<file path="config.mk">
export PLATFORM = sky130hd
export DESIGN_NAME = hec_mac
export DESIGN_NICKNAME = d
export VERILOG_FILES = /design/src/design/hec_pkg.sv /design/src/design/hec_mac.sv
export SDC_FILE = /design/constraint.sdc
export NUM_CORES = 2
export LEC_CHECK = 0
export BUFFER_PORTS_ARGS = -buffer_cell sky130_fd_sc_hd__buf_4
export CORE_MARGIN = 10
export CORE_UTILIZATION = 55
export DETAILED_ROUTE_END_ITERATION = 7
export PLACE_DENSITY = 0.73
export SYNTH_ARGS = -nofsm -noshare
export SYNTH_HDL_FRONTEND = slang
export SYNTH_SLANG_ARGS = --single-unit
</file>
<file path="constraint.sdc">
create_clock -name aclk -period 14.53 [get_ports aclk]
set_input_delay 1.453 -clock aclk [delete_from_list [all_inputs] [get_ports aclk]]
set_output_delay 1.453 -clock aclk [all_outputs]
set_load 0.02 [all_outputs]
</file>
<file path="src/design/hec_pkg.sv">
`timescale 1ns / 1ps

package hec_pkg;

    // Shared multiplier operand and accumulator widths
    localparam int MUL_W = 33;
    localparam int PROD_W = 2 * MUL_W;
    localparam int ACC_W = 98;
    localparam int SIG_W = 48;

    typedef logic signed [MUL_W-1:0] mul_t;
    typedef logic signed [PROD_W-1:0] prod_t;
    typedef logic signed [ACC_W-1:0] acc_t;
    typedef logic signed [SIG_W-1:0] sig_t;

    // Product alignment codes
    localparam logic [1:0] SH_0 = 2'd0;
    localparam logic [1:0] SH_24 = 2'd1;
    localparam logic [1:0] SH_48 = 2'd2;

    typedef struct packed {
        logic       issue;
        logic       clr;
        logic [1:0] sh;
    } mac_ctl_t;

    // One filter history entry: two past inputs and two past outputs
    typedef struct packed {
        sig_t x1;
        sig_t x2;
        sig_t y1;
        sig_t y2;
    } hist_t;

    // Register indexes
    localparam int CFG_IDX_W = 3;
    localparam logic [CFG_IDX_W-1:0] REG_INPUT_GAIN = 3'd0;
    localparam logic [CFG_IDX_W-1:0] REG_MIX = 3'd1;
    localparam logic [CFG_IDX_W-1:0] REG_OUTPUT_VOLUME = 3'd2;
    localparam logic [CFG_IDX_W-1:0] REG_HARMONIC_ENABLE = 3'd3;
    localparam logic [CFG_IDX_W-1:0] REG_COEF_B0 = 3'd4;
    localparam logic [CFG_IDX_W-1:0] REG_COEF_B1 = 3'd5;
    localparam logic [CFG_IDX_W-1:0] REG_COEF_A1 = 3'd6;
    localparam logic [CFG_IDX_W-1:0] REG_COEF_A2 = 3'd7;

    // Register reset values
    localparam logic [20:0] RST_INPUT_GAIN = 21'd65536;
    localparam logic [16:0] RST_MIX = 17'd65536;
    localparam logic [20:0] RST_OUTPUT_VOLUME = 21'd65536;
    localparam logic [3:0] RST_HARMONIC_ENABLE = 4'd1;
    localparam logic signed [31:0] RST_COEF_B0 = 32'sd1071735854;
    localparam logic signed [31:0] RST_COEF_B1 = -32'sd2143471708;
    localparam logic signed [31:0] RST_COEF_A1 = -32'sd2143467948;
    localparam logic signed [31:0] RST_COEF_A2 = 32'sd1069733546;

    localparam logic [16:0] MIX_ONE = 17'd65536;
    localparam acc_t SIG_MAX_A = (acc_t'(1) <<< (SIG_W - 1)) - acc_t'(1);
    localparam acc_t SIG_MIN_A = -(acc_t'(1) <<< (SIG_W - 1));
    localparam acc_t WET_LIM_A = acc_t'(1) <<< 24;

    // Harmonic gains
    localparam acc_t GAIN_H2 = acc_t'(2);
    localparam acc_t GAIN_H4 = acc_t'(8);
    localparam acc_t GAIN_H6 = acc_t'(16);
    localparam acc_t GAIN_H8 = acc_t'(24);

    // Round to nearest, ties upward, then shift right arithmetically
    function automatic acc_t rnd_asr(acc_t v, int unsigned n);
        return (v + (acc_t'(1) <<< (n - 1))) >>> n;
    endfunction

    // Saturate to the 48-bit signal range
    function automatic sig_t sat_sig(acc_t v);
        acc_t r;
        r = (v > SIG_MAX_A) ? SIG_MAX_A : ((v < SIG_MIN_A) ? SIG_MIN_A : v);
        return r[SIG_W-1:0];
    endfunction

    // Low 24 bits of a signal as a positive operand
    function automatic mul_t lo_op(sig_t v);
        return mul_t'({1'b0, v[23:0]});
    endfunction

    // High 24 bits of a signal as a signed operand
    function automatic mul_t hi_op(sig_t v);
        logic signed [23:0] h;
        h = v[47:24];
        return mul_t'(h);
    endfunction

endpackage

</file>
<file path="src/design/hec_mac.sv">
`timescale 1ns / 1ps

module hec_mac (
    input  logic            aclk,
    input  logic            aresetn,
    input  hec_pkg::mac_ctl_t ctl,
    input  hec_pkg::mul_t   op_a,
    input  hec_pkg::mul_t   op_b,
    output hec_pkg::acc_t   acc
);
    import hec_pkg::*;

    prod_t    prod_reg;
    mac_ctl_t ctl_reg;
    acc_t     acc_reg;
    acc_t     acc_next;
    acc_t     term;

    // Register the product
    always_ff @(posedge aclk) begin
        prod_reg <= op_a * op_b;
    end

    always_ff @(posedge aclk) begin
        if (!aresetn) begin
            ctl_reg <= '0;
        end else begin
            ctl_reg <= ctl;
        end
    end

    // Align and accumulate the registered product
    always_comb begin
        unique case (ctl_reg.sh)
            SH_24:   term = acc_t'(prod_reg) <<< 24;
            SH_48:   term = acc_t'(prod_reg) <<< 48;
            default: term = acc_t'(prod_reg);
        endcase
        acc_next = (ctl_reg.clr ? acc_t'(0) : acc_reg) + term;
    end

    always_ff @(posedge aclk) begin
        if (ctl_reg.issue) begin
            acc_reg <= acc_next;
        end
    end

    assign acc = acc_reg;

endmodule

</file>
==> run metrics <==
Async SR Flop Fraction 0; most frequent cells in the layout inv_1, fa_1, nand2_1; clk slew on worst S/H paths 0.07 ns; Vias 38400; die area 106000 um^2; I/O Buffers 169; largest net degree at the start of global routing 111; synthesis-to-layout area growth 4.43%; syn nets 7175; share of cells above drive strength 1 0.0431; cell taking the most area after synthesis fa_1; CP required 14.87 ns; syn avg cell area 9.09 um^2; GRT overflow 0; Worst Max-Slew Pin Slew 1.11 ns; Distinct cells, synth 80; Largest register FFs 98; xor and xnor area share after synthesis 0.0273; register area share after synthesis 0.0848; yosys warns 0; #FFs+latches synth 168; startpoint types input pin; maximum clock frequency 107 MHz; drt first-iter violations 3127; Final GP Congestion 0.929; Critical Path End Type flop; die width 325 um; Synth Area in Compound Gates 0.0890; core area 92100 um^2; area share of the largest cell type after synthesis 0.448; root buffer cell clkbuf_16; setup TNS 0 ns; worst-skew pair later-pin latency 0.46 ns; Fin. Hold Viols 0; adder-cell area share of the yosys netlist 0.525; All-Layer GR Usage 0.269; # DRC 0; EDFF count, synth 98; Pre-antenna DRT Iters 6; Mapped Cells 5641; worst hold path class reg2reg; RSZ-0062 raised after global routing false; CTS tree yes; Hold Buf Count CTS 0; main combinational cell family by area after synthesis adder cells; TritonCTS buffer count 17; crit-path max FO 33; hold depth 2; period utilization 0.645; Row Count 111; Resized Gates After CTS 0; Synth area leaders fa_1, inv_1, ha_1; CTS Buffer Depth 2; min cycle time layout 9.37 ns; Vias/cell 5.66; ys flop type edfxtp_1; mux contribution to synthesized area 0.000195; H-tree lvl count 4; Final Max Tran Viols 0; slew margin rel. 0.257; max cap viols 0; global-route wire length before repair 227 mm; critical path class in2reg; hpwl dp 114 mm; Mapped Area 51300 um^2; Post-layout nets 7061; vias in the first global route 41500; routed len/inst 20.7 um; starting density of the core 0.557; Arr. time, crit path 9.71 ns; Worst Skew 0.0141 ns; CTS sink cnt 168; DRT antenna net count 0; Die Y 325 um; initial antenna violation count 5; leading cell type in the layout, fill and taps excluded inv_1; WL final 141 mm; worst r2r path cells 18; outcome finished, final reports clean; Synth Area in Simple Gates 0.165; setup fix buffers added after clock tree synthesis 0; # setup viols final 0; io pins 170
[cell families after synthesis]
| group | after synthesis |
|---|---|
| XOR/XNOR | 160 |
| AO/OA/AOI/OAI | 686 |
| buffers and inverters | 1482 |
| AND/OR/NAND/NOR | 1682 |
| adder cells (fa/ha/maj) | 1462 |
| flip-flops | 168 |
| multiplexers | 1 |
[layer usage]
layer	wire length, um	share of wire	GRT usage	vias to the layer above
li1	-	-	-	16900
met1	59400	0.42	0.364	19500
met2	64800	0.46	0.436	1707
met3	12500	0.089	0.0547	258
met4	3970	0.028	0.0756	2
met5	12	0.000085	0	-
[stage by stage]
step,setup WS [ns],instances,hold slack (ns),instance area [um^2],util
4_1_cts,5.13,6783,0.719,53500,0.581
6_report,5.16,6784,0.718,53500,0.581
5_1_grt,4.63,6783,0.778,53500,0.581
3_3_place_gp,4.76,6751,0.700,53000,0.575
2_1_floorplan,5.45,5641,0.646,51300,-
3_5_place_dp,4.65,6751,0.696,53000,0.575
[worst paths after layout]
check | from | endpoint | slack, ns
worst min-delay path | acc[0]$_DFFE_PP_ | acc[0]$_DFFE_PP_ | 0.72
worst max-delay path | op_a[32] | prod_reg[65]$_DFF_P_ | 5.16
worst max register to register | ctl_reg[0]$_SDFF_PN0_ | acc[96]$_DFFE_PP_ | 8.72
worst min register to register | acc[0]$_DFFE_PP_ | acc[0]$_DFFE_PP_ | 0.72
[Yosys cell counts, drive strengths merged (26+ instances only)]
library cell,number
nor2,157
fa,1146
a21o,93
o21bai,36
dfxtp,70
nand2,646
clkbuf,306
nand2b,27
a221oi,30
and2,585
xor2,54
ha,316
nand4,45
a21oi,201
nand3,26
o21ai,135
nor2b,114
inv,1170
edfxtp,98
xnor2,106
[critical path, cell delays in order]
cell and delay, ns:
buf_4 0.30, nand2_1 0.15, inv_1 0.15, fa_1 0.48, fa_1 0.56, fa_1 0.93
inv_1 0.15, fa_1 0.57, inv_1 0.61, fa_1 0.57, fa_1 0.51, fa_1 0.51
inv_1 0.05, fa_1 0.48, inv_1 0.05, ha_1 0.44, and3_1 0.22, and2_1 0.15
nand4_1 0.11, nor4b_1 0.46, o31ai_1 0.18, a21oi_1 0.24, o31ai_1 0.11, a21oi_1 0.17
xnor2_1 0.08
[area by class of cell]
| cell class | count | area [um^2] |
|---|---|---|
| Fill cell | 8086 | 38600 |
| Timing Repair Buffer | 178 | 1340 |
| Tap cell | 1243 | 1560 |
| Sequential cell | 168 | 4350 |
| Clock inverter | 15 | 114 |
| Multi-Input combinational cell | 3991 | 41300 |
| Inverter | 1171 | 4400 |
| Antenna cell | 1 | 2.50 |
| Clock buffer | 17 | 425 |
Power is not shown: default switching activity piles up to over one toggle a cycle in this logic, so the estimate is an artifact.
